===== config.mk =====
export PLATFORM = sky130hd
export DESIGN_NAME = websocket_frame_unmasker_top
export DESIGN_NICKNAME = d
export VERILOG_FILES = /design/src/rtl/core/wsu_pkg.sv /design/src/rtl/core/wsu_front.sv /design/src/rtl/core/wsu_queue.sv /design/src/rtl/core/wsu_back.sv /design/src/rtl/core/websocket_frame_unmasker_top.sv
export SDC_FILE = /design/constraint.sdc
export NUM_CORES = 1
export LEC_CHECK = 0
export CAP_MARGIN = 15
export CORE_MARGIN = 2
export CORE_UTILIZATION = 54
export DETAILED_ROUTE_END_ITERATION = 12
export DONT_BUFFER_PORTS = 1
export HOLD_SLACK_MARGIN = 0.1
export PLACE_DENSITY = 0.77
export SETUP_SLACK_MARGIN = 0.15
export SLEW_MARGIN = 25
export SYNTH_ARGS = -nofsm -noshare
export SYNTH_HDL_FRONTEND = slang
export SYNTH_SLANG_ARGS = --single-unit

===== constraint.sdc =====
create_clock -name i_clk -period 8.2 [get_ports i_clk]
set_input_delay 1.64 -clock i_clk [delete_from_list [all_inputs] [get_ports i_clk]]
set_output_delay 1.64 -clock i_clk [all_outputs]
set_load 0.005 [all_outputs]

===== src/rtl/core/wsu_pkg.sv =====
package wsu_pkg;

    localparam int unsigned CFG_W    = 32;
    localparam int unsigned LEN_W    = 64;
    localparam int unsigned KEY_W    = 32;
    localparam int unsigned FCNT_W   = 4;

    // queue depth must stay a power of two, pointers wrap on their own
    localparam int unsigned Q_DEPTH  = 4;
    localparam int unsigned Q_AW     = 2;

    localparam logic [CFG_W-1:0]  MAX_PAYLOAD_RST = 32'd4086;
    localparam logic [6:0]        LEN_CODE_16     = 7'd126;
    localparam logic [6:0]        LEN_CODE_64     = 7'd127;
    localparam logic [FCNT_W-1:0] EXT16_BYTES     = 4'd2;
    localparam logic [FCNT_W-1:0] EXT64_BYTES     = 4'd8;
    localparam logic [FCNT_W-1:0] KEY_BYTES       = 4'd4;

    typedef enum logic [1:0] {
        KIND_HDR = 2'd0,
        KIND_EXT = 2'd1,
        KIND_KEY = 2'd2,
        KIND_PAY = 2'd3
    } t_kind;

    typedef enum logic [4:0] {
        PH_HDR0 = 5'b00001,
        PH_HDR1 = 5'b00010,
        PH_EXT  = 5'b00100,
        PH_KEY  = 5'b01000,
        PH_PAY  = 5'b10000
    } t_phase;

    typedef struct packed {
        logic [7:0] data;
        logic [7:0] key;
        t_kind      kind;
        logic [3:0] opcode;
        logic       fin;
        logic       last;
        logic       over;
    } t_cmd;

endpackage


===== src/rtl/core/wsu_front.sv =====
module wsu_front (
    input  logic                        i_clk,
    input  logic                        i_rst_n,
    input  logic                        i_valid,
    output logic                        o_ready,
    input  logic [7:0]                  i_byte,
    input  logic                        i_cfg_valid,
    input  logic [wsu_pkg::CFG_W-1:0]   i_cfg_data,
    output logic                        o_cmd_valid,
    input  logic                        i_cmd_ready,
    output wsu_pkg::t_cmd               o_cmd
);

    wsu_pkg::t_phase                 r_phase, n_phase;
    logic [wsu_pkg::FCNT_W-1:0]      r_fcnt, n_fcnt;
    logic [wsu_pkg::LEN_W-1:0]       r_len, n_len;
    logic [wsu_pkg::LEN_W-1:0]       r_cnt, n_cnt;
    logic [wsu_pkg::KEY_W-1:0]       r_key, n_key;
    logic                            r_masked, n_masked;
    logic [4:0]                      r_opfin, n_opfin;
    logic [wsu_pkg::CFG_W-1:0]       r_max;

    logic                            acc;
    logic                            known;
    logic [wsu_pkg::LEN_W-1:0]       len_now;
    logic [wsu_pkg::LEN_W-1:0]       len_sh;
    logic [wsu_pkg::LEN_W-1:0]       cnt_inc;
    logic [wsu_pkg::FCNT_W-1:0]      fc_dec;
    logic [wsu_pkg::FCNT_W-1:0]      fc_inc;
    logic [6:0]                      code;
    logic [7:0]                      key_byte;

    assign o_ready     = i_cmd_ready;
    assign o_cmd_valid = i_valid;
    assign acc         = i_valid && i_cmd_ready;

    assign code    = i_byte[6:0];
    assign len_sh  = {r_len[wsu_pkg::LEN_W-9:0], i_byte};
    assign cnt_inc = r_cnt + {{(wsu_pkg::LEN_W-1){1'b0}}, 1'b1};
    assign fc_dec  = r_fcnt - {{(wsu_pkg::FCNT_W-1){1'b0}}, 1'b1};
    assign fc_inc  = r_fcnt + {{(wsu_pkg::FCNT_W-1){1'b0}}, 1'b1};

    // key byte for this payload position, first key byte sits on top
    always_comb begin
        unique case (r_cnt[1:0])
            2'd0: key_byte = r_key[31:24];
            2'd1: key_byte = r_key[23:16];
            2'd2: key_byte = r_key[15:8];
            2'd3: key_byte = r_key[7:0];
        endcase
    end

    always_comb begin
        n_phase  = r_phase;
        n_fcnt   = r_fcnt;
        n_len    = r_len;
        n_cnt    = r_cnt;
        n_key    = r_key;
        n_masked = r_masked;
        n_opfin  = r_opfin;
        known    = 1'b0;
        len_now  = r_len;
        o_cmd.data = i_byte;
        o_cmd.key  = 8'd0;
        o_cmd.kind = wsu_pkg::KIND_HDR;
        o_cmd.last = 1'b0;
        unique case (r_phase)
            wsu_pkg::PH_HDR1: begin
                n_masked = i_byte[7];
                n_fcnt   = '0;
                if (code == wsu_pkg::LEN_CODE_16 || code == wsu_pkg::LEN_CODE_64) begin
                    n_len   = '0;
                    n_phase = wsu_pkg::PH_EXT;
                    n_fcnt  = (code == wsu_pkg::LEN_CODE_16) ? wsu_pkg::EXT16_BYTES
                                                             : wsu_pkg::EXT64_BYTES;
                end else begin
                    n_len   = {{(wsu_pkg::LEN_W-7){1'b0}}, code};
                    len_now = n_len;
                    known   = 1'b1;
                    n_cnt   = '0;
                    if (i_byte[7]) begin
                        n_phase = wsu_pkg::PH_KEY;
                    end else if (code == 7'd0) begin
                        n_phase    = wsu_pkg::PH_HDR0;
                        o_cmd.last = 1'b1;
                    end else begin
                        n_phase = wsu_pkg::PH_PAY;
                    end
                end
            end
            wsu_pkg::PH_EXT: begin
                o_cmd.kind = wsu_pkg::KIND_EXT;
                n_len      = len_sh;
                n_fcnt     = fc_dec;
                if (fc_dec == '0) begin
                    known   = 1'b1;
                    len_now = len_sh;
                    n_cnt   = '0;
                    if (r_masked) begin
                        n_phase = wsu_pkg::PH_KEY;
                    end else if (len_sh == '0) begin
                        n_phase    = wsu_pkg::PH_HDR0;
                        o_cmd.last = 1'b1;
                    end else begin
                        n_phase = wsu_pkg::PH_PAY;
                    end
                end
            end
            wsu_pkg::PH_KEY: begin
                o_cmd.kind = wsu_pkg::KIND_KEY;
                known      = 1'b1;
                n_key      = {r_key[wsu_pkg::KEY_W-9:0], i_byte};
                n_fcnt     = fc_inc;
                if (fc_inc >= wsu_pkg::KEY_BYTES) begin
                    n_fcnt = '0;
                    n_cnt  = '0;
                    if (r_len == '0) begin
                        n_phase    = wsu_pkg::PH_HDR0;
                        o_cmd.last = 1'b1;
                    end else begin
                        n_phase = wsu_pkg::PH_PAY;
                    end
                end
            end
            wsu_pkg::PH_PAY: begin
                o_cmd.kind = wsu_pkg::KIND_PAY;
                o_cmd.key  = r_masked ? key_byte : 8'd0;
                known      = 1'b1;
                n_cnt      = cnt_inc;
                if (cnt_inc >= r_len) begin
                    n_phase    = wsu_pkg::PH_HDR0;
                    o_cmd.last = 1'b1;
                end
            end
            default: begin
                // first header byte, also recovers from a stray phase code
                n_opfin  = {i_byte[7], i_byte[3:0]};
                n_len    = '0;
                n_cnt    = '0;
                n_fcnt   = '0;
                n_masked = 1'b0;
                n_phase  = wsu_pkg::PH_HDR1;
            end
        endcase
        o_cmd.opcode = n_opfin[3:0];
        o_cmd.fin    = n_opfin[4];
        o_cmd.over   = known && (len_now > {{(wsu_pkg::LEN_W-wsu_pkg::CFG_W){1'b0}}, r_max});
    end

    always_ff @(posedge i_clk) begin
        if (!i_rst_n) begin
            r_phase  <= wsu_pkg::PH_HDR0;
            r_fcnt   <= '0;
            r_len    <= '0;
            r_cnt    <= '0;
            r_key    <= '0;
            r_masked <= 1'b0;
            r_opfin  <= '0;
        end else if (acc) begin
            r_phase  <= n_phase;
            r_fcnt   <= n_fcnt;
            r_len    <= n_len;
            r_cnt    <= n_cnt;
            r_key    <= n_key;
            r_masked <= n_masked;
            r_opfin  <= n_opfin;
        end
    end

    always_ff @(posedge i_clk) begin
        if (!i_rst_n) begin
            r_max <= wsu_pkg::MAX_PAYLOAD_RST;
        end else if (i_cfg_valid) begin
            r_max <= i_cfg_data;
        end
    end

endmodule


===== src/rtl/core/wsu_queue.sv =====
module wsu_queue (
    input  logic            i_clk,
    input  logic            i_rst_n,
    input  logic            i_wr_valid,
    output logic            o_wr_ready,
    input  wsu_pkg::t_cmd   i_wr_data,
    output logic            o_rd_valid,
    input  logic            i_rd_ready,
    output wsu_pkg::t_cmd   o_rd_data
);

    wsu_pkg::t_cmd          r_mem [wsu_pkg::Q_DEPTH];
    logic [wsu_pkg::Q_AW-1:0] r_wr_ptr, r_rd_ptr;
    logic [wsu_pkg::Q_AW:0]   r_count;
    logic                     push, pop;

    assign o_wr_ready = (r_count != (wsu_pkg::Q_AW+1)'(wsu_pkg::Q_DEPTH));
    assign o_rd_valid = (r_count != '0);
    assign o_rd_data  = r_mem[r_rd_ptr];
    assign push       = i_wr_valid && o_wr_ready;
    assign pop        = o_rd_valid && i_rd_ready;

    always_ff @(posedge i_clk) begin
        if (push) begin
            r_mem[r_wr_ptr] <= i_wr_data;
        end
    end

    always_ff @(posedge i_clk) begin
        if (!i_rst_n) begin
            r_wr_ptr <= '0;
            r_rd_ptr <= '0;
            r_count  <= '0;
        end else begin
            if (push) begin
                r_wr_ptr <= r_wr_ptr + (wsu_pkg::Q_AW)'(1);
            end
            if (pop) begin
                r_rd_ptr <= r_rd_ptr + (wsu_pkg::Q_AW)'(1);
            end
            unique case ({push, pop})
                2'b10:   r_count <= r_count + (wsu_pkg::Q_AW+1)'(1);
                2'b01:   r_count <= r_count - (wsu_pkg::Q_AW+1)'(1);
                default: r_count <= r_count;
            endcase
        end
    end

endmodule


===== src/rtl/core/wsu_back.sv =====
module wsu_back (
    input  logic            i_clk,
    input  logic            i_rst_n,
    input  logic            i_cmd_valid,
    output logic            o_cmd_ready,
    input  wsu_pkg::t_cmd   i_cmd,
    output logic            o_valid,
    input  logic            i_ready,
    output logic [7:0]      o_data,
    output logic [7:0]      o_user,
    output logic            o_last
);

    logic       r_valid;
    logic [7:0] r_data;
    logic [7:0] r_user;
    logic       r_last;
    logic       pop;

    assign o_cmd_ready = !r_valid || i_ready;
    assign pop         = i_cmd_valid && o_cmd_ready;

    always_ff @(posedge i_clk) begin
        if (!i_rst_n) begin
            r_valid <= 1'b0;
        end else if (pop) begin
            r_valid <= 1'b1;
        end else if (i_ready) begin
            r_valid <= 1'b0;
        end
    end

    // unmask here; key byte is zero for everything but masked payload
    always_ff @(posedge i_clk) begin
        if (pop) begin
            r_data <= i_cmd.data ^ i_cmd.key;
            r_user <= {i_cmd.over, i_cmd.fin, i_cmd.opcode, i_cmd.kind};
            r_last <= i_cmd.last;
        end
    end

    assign o_valid = r_valid;
    assign o_data  = r_data;
    assign o_user  = r_user;
    assign o_last  = r_last;

endmodule


===== src/rtl/core/websocket_frame_unmasker_top.sv =====
// websocket frame deframer and unmasker
//
// s_axis carries the received frame stream, one byte per request in tdata.
// every byte comes back as one request on m_axis: header, extended length
// and key bytes unchanged, payload bytes xored with the mask key. tuser
// tags each byte with its kind, the frame's opcode and fin bit and an
// oversize flag; tlast marks the last byte of each frame.
// i_cfg_* writes max_payload; write it only while no bytes are in flight.
//
// an accepted byte passes through the queue, then the output register; one byte
// per cycle is sustained while m_axis_tready is high. the header parser takes
// one byte per cycle in a single step while the queue has room; the 4-entry
// queue before the output register lets input flow on while m_axis_tready is low
// until the queue fills, then s_axis_tready drops until the output drains.
// reset (synchronous, active low) empties the queue and output register,
// returns the parser to the first header byte and sets max_payload to 4086.
module websocket_frame_unmasker_top (
    input  logic        i_clk,
    input  logic        i_rst_n,
    input  logic        s_axis_tvalid,
    output logic        s_axis_tready,
    input  logic [7:0]  s_axis_tdata,   // [7:0] data_byte
    output logic        m_axis_tvalid,
    input  logic        m_axis_tready,
    output logic [7:0]  m_axis_tdata,   // [7:0] out_byte
    output logic [7:0]  m_axis_tuser,   // [1:0] byte_kind, [5:2] frame_opcode,
                                        // [6] frame_fin, [7] oversize
    output logic        m_axis_tlast,   // frame_end
    input  logic        i_cfg_valid,
    output logic        o_cfg_ready,
    input  logic [31:0] i_cfg_data      // max_payload
);

    logic          f_valid, f_ready;
    wsu_pkg::t_cmd f_cmd;
    logic          q_valid, q_ready;
    wsu_pkg::t_cmd q_cmd;

    assign o_cfg_ready = 1'b1;

    wsu_front u_front (
        .i_clk       (i_clk),
        .i_rst_n     (i_rst_n),
        .i_valid     (s_axis_tvalid),
        .o_ready     (s_axis_tready),
        .i_byte      (s_axis_tdata),
        .i_cfg_valid (i_cfg_valid),
        .i_cfg_data  (i_cfg_data),
        .o_cmd_valid (f_valid),
        .i_cmd_ready (f_ready),
        .o_cmd       (f_cmd)
    );

    wsu_queue u_queue (
        .i_clk      (i_clk),
        .i_rst_n    (i_rst_n),
        .i_wr_valid (f_valid),
        .o_wr_ready (f_ready),
        .i_wr_data  (f_cmd),
        .o_rd_valid (q_valid),
        .i_rd_ready (q_ready),
        .o_rd_data  (q_cmd)
    );

    wsu_back u_back (
        .i_clk       (i_clk),
        .i_rst_n     (i_rst_n),
        .i_cmd_valid (q_valid),
        .o_cmd_ready (q_ready),
        .i_cmd       (q_cmd),
        .o_valid     (m_axis_tvalid),
        .i_ready     (m_axis_tready),
        .o_data      (m_axis_tdata),
        .o_user      (m_axis_tuser),
        .o_last      (m_axis_tlast)
    );

endmodule


==> run summary, run 1 <==
Clock period minus final worst setup slack: 5.26 ns
Largest fanout on the critical path: 13
Antenna cells: 0
Iteration-0 DRC Markers: 1258
Clock buffer count from CTS: 36
Final cell count without fillers: 2264
I/O pin count: 65
First-pass GRT wire length: 67.8 mm
Number of library cell types mapped by synthesis: 78
Deepest level of the CTS H-tree: 2
Synthesized-area fraction occupied by adder cells: 7.90%
Leading area contributor after synthesis: dfxtp_1
Share of total power in combinational logic: 13.1%
Cell count after placement: 2199
RSZ-0062 raised after global routing: false
Register share of total power: 46.1%
Total congestion overflow: 0
Critical path, cell by cell: ha_1, nand4_1, nor4_2, nor3b_1, nor2b_1, xnor2_1, ha_1, nand4_1, nor3_1, a221o_1, nor3_1, a2bb2oi_1, a21oi_1, or3_1
Worst slew margin relative to its limit: 37.5%
Compound-Gate Fraction of Synth Area: 13.2%
Filler cells: 2614
Xor/xnor cell area share of the yosys netlist: 5.05%
Leading cell types in the layout, fill and taps excluded: nand2_1 (258), dfxtp_1 (217), a21oi_1 (194)
Pin count of the biggest net entering global routing: 108
Number of nets with antenna violations after routing: 0
Post-CTS setup buffer count: 0
#FFs+latches synth: 334
Clock buffer depth: 3
Dominant combinational cell family by area after synthesis: simple AND/OR/NAND/NOR gates
Hold-fix buffers at CTS: 0
Relative contribution of the clock network to total power: 40.8%
Number of buffer cells added on primary ports: 0
Vias per inst: 6.11
Count of TritonRoute iterations in the first routing pass: 7
Leakage power summed over all cells: 6.95 nW
Count of flip-flops with a built-in enable after synthesis: 117
Root Buffer Master: clkbuf_16
Post-synth net total: 2037
Worst path arrival time: 5.51 ns
Post-synthesis to final-layout area growth: 8.58%
Peak-usage layer in the global routing report: met2
Cell family with most CP delay: simple AND/OR/NAND/NOR gates
Sinks on the clock net: 334
Fraction of final layout cells with drive strength greater than 1: 6.77%
Leading cell type in the layout, fill and taps excluded: nand2_1
Internal power summed over all cells: 3.17 mW
Async S/R FF share, synth: 0%
Synthesized netlist cell count: 1883
Area share of the leading cell type in the synthesized netlist: 25.0%
Total power per unit cell area: 227 nW/um^2
Setup skew after layout: 0.0157 ns
Global-route usage over all layers: 25.0%
CP max stage delay: 0.64 ns
Post-route fraction of the period consumed by the critical path: 64.2%
Post-synth top flop: dfxtp_1
Reported net switching power: 1.10 mW
Fmax: 0.190 GHz
Number of nets at the end of the flow: 1989
Sequential Area: 7860 sq um
CTS tree: yes
Share of synthesized cell area in and, or, nand and nor gates: 19.5%
Via count: 13835
# rows: 65
Type of element launching the critical path: flop
Routed length per instance: 18.6 um
Hold crit path type: flop to flop
Count of endpoints failing hold in the final timing report: 0
Core Region: 31600 sq um
Critical path type: flop to flop
Largest voltage drop on the vdd net: 0.185 mV
Crit path required time: 8.45 ns
Fraction of power spent switching nets: 25.8%
Max-slew violation total from the final report: 0
Gpl congestion: 0.919
Die Span X: 183 um
Quantity of gates resized following cts: 0
Final count of negative-setup-slack endpoints: 0
Buffering stage count on the worst path with inverters included: 0
GR Layer Usage met2: 42.2%
Final wirelength: 42.0 mm
Yosys warning total: 0
Clock transition at the registers of the reported paths: 0.06 ns
Antenna violations before repair: 0
Area of the die: 33600 sq um
Met3 usage: 4.07%
Sequential fraction of the synthesis area: 45.3%
Crit path capture type: flop
Status: completed
Worst Hold Margin: 0.450 ns
Final standard cell utilization of the core: 59.7%
Maximum Capacitance Violations: 0
# DRC: 0
Multiplexer area fraction after synthesis: 4.04%
Final HPWL from detailed placement: 28.7 mm
Synth area leaders: dfxtp_1 (25%), edfxtp_1 (20%), ha_1 (7.8%)
Clk Latency, worst-skew pair: 0.53 ns
Slowest cell on crit path: nor4_2
Syn Std Cell Area: 17300 sq um
Multi-input combinational cell area: 8660 sq um
Die boundary height: 183 um
Number of global-route vias before repair: 13036
Met1 Track Usage GR: 32.3%
Starting density of the core: 55.0%
Transition at the pin with the smallest max-transition slack: 0.936 ns
Average size of a mapped cell: 9.21 sq um
Sum of negative setup slack: 0 ns
-- power by group through the flow --
stage	clock network [mW]	registers [mW]	logic [mW]
finish	1.74	1.97	0.559
detailed placement	0	2.01	0.556
floorplan	0	1.97	0.431
global placement	0	2.00	0.542
CTS	1.76	1.97	0.559
global route	1.83	1.99	0.609
-- worst paths after layout --
path | startpoint | endpoint | slack (ns) | cells past startpoint
max | u_front.r_cnt[0] | u_queue.r_mem[3][1] | 2.94 | 14
min | u_front.r_cnt[13] | u_front.r_cnt[13] | 0.45 | 2
max reg2reg | u_front.r_cnt[0] | u_queue.r_mem[3][1] | 2.94 | 14
min reg2reg | u_front.r_cnt[13] | u_front.r_cnt[13] | 0.45 | 2
-- kinds of logic after synthesis --
logic type / after synthesis
and+or+nand+nor: 692
muxes: 48
AOI/OAI and AO/OA: 382
xor gates and xnor gates: 100
buffers and inverters: 217
other: 1
DFF: 334
adders and majority gates: 109
-- worst min-delay path, stage by stage (launching register included) --
cell     delay [ns]
dfxtp_1        0.31
nand2_1        0.05
a21oi_1        0.05
-- through the flow --
stage	power (mW)	instance area [sq um]	worst slack, ns
final	4.27	18800	2.94
after global routing	4.42	18800	2.61
after CTS	4.29	18800	3.04
after detailed placement	2.56	17600	3.05
after global placement	2.54	17600	3.27
after floorplan	2.41	17300	4.00
-- final cells by class --
| class | instances | share of cell area [%] |
|---|---|---|
| Clock buffer | 45 | 5.07 |
| Clock inverter | 20 | 1.66 |
| Inverter | 117 | 2.36 |
| Multi-Input combinational cell | 1332 | 46.0 |
| Sequential cell | 334 | 41.7 |
| Tap cell | 402 | 2.67 |
| Timing Repair Buffer | 14 | 0.558 |
-- synth_stat cells (4+ instances only) --
| master | n |
|---|---|
| a211oi_1 | 6 |
| a21o_1 | 22 |
| a21oi_1 | 195 |
| a221oi_1 | 6 |
| a222oi_1 | 8 |
| a22o_1 | 10 |
| a22oi_1 | 11 |
| and2_1 | 6 |
| and3_1 | 20 |
| and4_1 | 14 |
| buf_1 | 9 |
| buf_2 | 16 |
| clkbuf_1 | 69 |
| dfxtp_1 | 217 |
| edfxtp_1 | 117 |
| ha_1 | 108 |
| inv_1 | 115 |
| mux2_2 | 6 |
| mux2i_1 | 25 |
| mux4_2 | 17 |
| nand2_1 | 260 |
| nand2b_1 | 4 |
| nand3_1 | 104 |
| nand3b_1 | 19 |
| nand4_1 | 39 |
| nor2_1 | 113 |
| nor2b_1 | 5 |
| nor3_1 | 36 |
| nor3b_1 | 4 |
| nor4_1 | 24 |
| o211ai_1 | 13 |
| o21a_1 | 11 |
| o21ai_0 | 67 |
| o21ai_1 | 5 |
| or2_2 | 6 |
| or3_1 | 17 |
| xnor2_1 | 42 |
| xor2_1 | 58 |
-- registers in the layout, summed over array words and instances, names as in the netlist, 2 cells and up, named ones only --
register and flops:
u_front.r_cnt 64, u_back.o_user 8, u_front.r_len 64, u_front.r_opfin 5, u_front.r_phase 5, u_queue.r_rd_ptr 2
u_front.r_fcnt 4, u_queue.r_wr_ptr 2, u_front.r_max 32, u_front.r_key 32, u_back.o_data 8, u_queue.r_mem 100
u_queue.r_count 3
-- routing by layer --
metal,part of all wire (%),routed length (um)
met5,0,0
met1,42,17600
met4,3.4,1410
met2,48,20100
met3,7.1,2960
(Power assumes the default switching activity.)
==> run 2: changes to the inputs <==
Clock period 8.2 ns to 5.3 ns, I/O delays scaled along.
==> run 2 against run 1 <==
Net effect: via count is 0.49% lower; sequential share of layout area hardly changed; register-to-register slack worse by 2.5 ns; sequential power is 54% higher; maximum frequency is 7.8% higher.
==> run summary, run 2 (synthesized netlist as in run 1, its figures left out) <==
Status: completed
Total congestion overflow: 0
I/O pin count: 65
Setup skew after layout: 0.0174 ns
Fmax: 0.205 GHz
Count of TritonRoute iterations in the first routing pass: 7
Routed length per instance: 18.5 um
Antenna cells: 0
Pin count of the biggest net entering global routing: 100
Transition at the pin with the smallest max-transition slack: 1.02 ns
Registers with the highest flip-flop counts: u_queue.r_mem x100, u_front.r_cnt x64, u_front.r_len x64
Clock buffer count from CTS: 36
Die Span X: 183 um
Post-CTS setup buffer count: 0
Number of nets with antenna violations after routing: 0
Crit path required time: 5.72 ns
Deepest level of the CTS H-tree: 2
Maximum Capacitance Violations: 0
Number of buffer cells added on primary ports: 0
Worst Hold Margin: 0.455 ns
Multi-input combinational cell area: 8650 sq um
Leading cell types in the layout, fill and taps excluded: nand2_1 (259), dfxtp_1 (217), a21oi_1 (194)
Fraction of final layout cells with drive strength greater than 1: 7.17%
Hold-fix buffers at CTS: 0
Antenna violations before repair: 0
CTS tree: yes
Filler cells: 2641
Leading cell type in the layout, fill and taps excluded: nand2_1
Count of endpoints failing hold in the final timing report: 0
Via count: 13767
Iteration-0 DRC Markers: 1295
Leakage power summed over all cells: 6.95 nW
Number of global-route vias before repair: 13212
Core Region: 31600 sq um
Starting density of the core: 55.0%
Vias per inst: 6.06
Crit path capture type: flop
Number of nets at the end of the flow: 1994
Area of the die: 33600 sq um
Clock period minus final worst setup slack: 4.88 ns
Sinks on the clock net: 334
Clock buffer depth: 3
Global-route usage over all layers: 25.0%
Number of flip-flops under the largest register name: 100
Quantity of gates resized following cts: 0
Hold crit path type: flop to flop
Type of element launching the critical path: flop
Post-route fraction of the period consumed by the critical path: 92.2%
Sequential Area: 7860 sq um
Clock transition at the registers of the reported paths: 0.06 ns
Max-slew violation total from the final report: 0
Most flop-heavy register: u_queue.r_mem
Largest fanout on the critical path: 9
Gpl congestion: 0.886
Final count of negative-setup-slack endpoints: 0
Post-synthesis to final-layout area growth: 8.53%
Critical path type: flop to flop
Final HPWL from detailed placement: 28.1 mm
Cell count after placement: 2203
First-pass GRT wire length: 67.9 mm
Root Buffer Master: clkbuf_16
Final wirelength: 42.1 mm
Sum of negative setup slack: 0 ns
Largest voltage drop on the vdd net: 0.223 mV
# DRC: 0
RSZ-0062 raised after global routing: false
Worst path arrival time: 5.30 ns
Die boundary height: 183 um
Clk Latency, worst-skew pair: 0.54 ns
# rows: 65
Total power per unit cell area: 343 nW/um^2
Final cell count without fillers: 2270
Worst slew margin relative to its limit: 32.1%
run 2: changes by cell type in the layout (fill, tap and decap cells not counted), sizes merged:
cell and change:
bufinv -4, clkbuf -2, buf +5, clkinv +3, clkinvlp +1, inv +3
run 2: metal layers:
metal,share of wire (%),track usage [%],up-vias
met5,0,0,-
met4,2.4,8.26,0
met3,7.5,4.63,85
li1,-,-,6604
met1,43,32.9,6541
met2,47,41.7,537
run 2: cell type report:
type | instances | area share [%]
timing repair buffer | 19 | 0.904
inverter | 117 | 2.36
tap | 402 | 2.67
multi-input combinational | 1332 | 45.9
sequential | 334 | 41.7
clock inverter | 23 | 1.30
clock buffer | 43 | 5.09
run 2: worst paths after layout:
kind / slack (ns) / cells past startpoint / startpoint / endpoint
worst max-delay path: 0.42 / 14 / u_front.r_cnt[0] / u_front.r_phase[0]
worst min-delay path: 0.45 / 2 / u_front.r_key[26] / u_front.r_key[26]
worst max register to register: 0.42 / 14 / u_front.r_cnt[0] / u_front.r_phase[0]
worst min register to register: 0.45 / 2 / u_front.r_key[26] / u_front.r_key[26]
run 2: worst max-delay path: stages (launching register included):
cell	delay [ns]
dfxtp_1	0.49
ha_1	0.22
nand4_1	0.27
nor2_2	0.49
nand4_1	0.34
or4_4	0.64
xnor2_1	0.15
ha_1	0.29
nand4_1	0.12
nor4_1	0.54
nand4_1	0.23
nor4_1	0.23
a2bb2oi_1	0.21
a21o_1	0.27
mux2_2	0.28
run 2: power breakdown:
part,switching [mW],internal [mW]
logic,0.545,0.317
registers,0.116,2.92
clock network,1.06,1.50
run 2: stage by stage:
step | power, mW | instance area [sq um] | utilization, % | setup slack (ns)
after global placement | 3.90 | 17600 | 55.7 | 0.774
after detailed placement | 3.94 | 17600 | 55.8 | 0.593
final | 6.46 | 18800 | 59.7 | 0.416
after global routing | 6.71 | 18800 | 59.7 | 0.276
after floorplan | 3.72 | 17300 | - | 1.48
after CTS | 6.48 | 18800 | 59.6 | 0.525
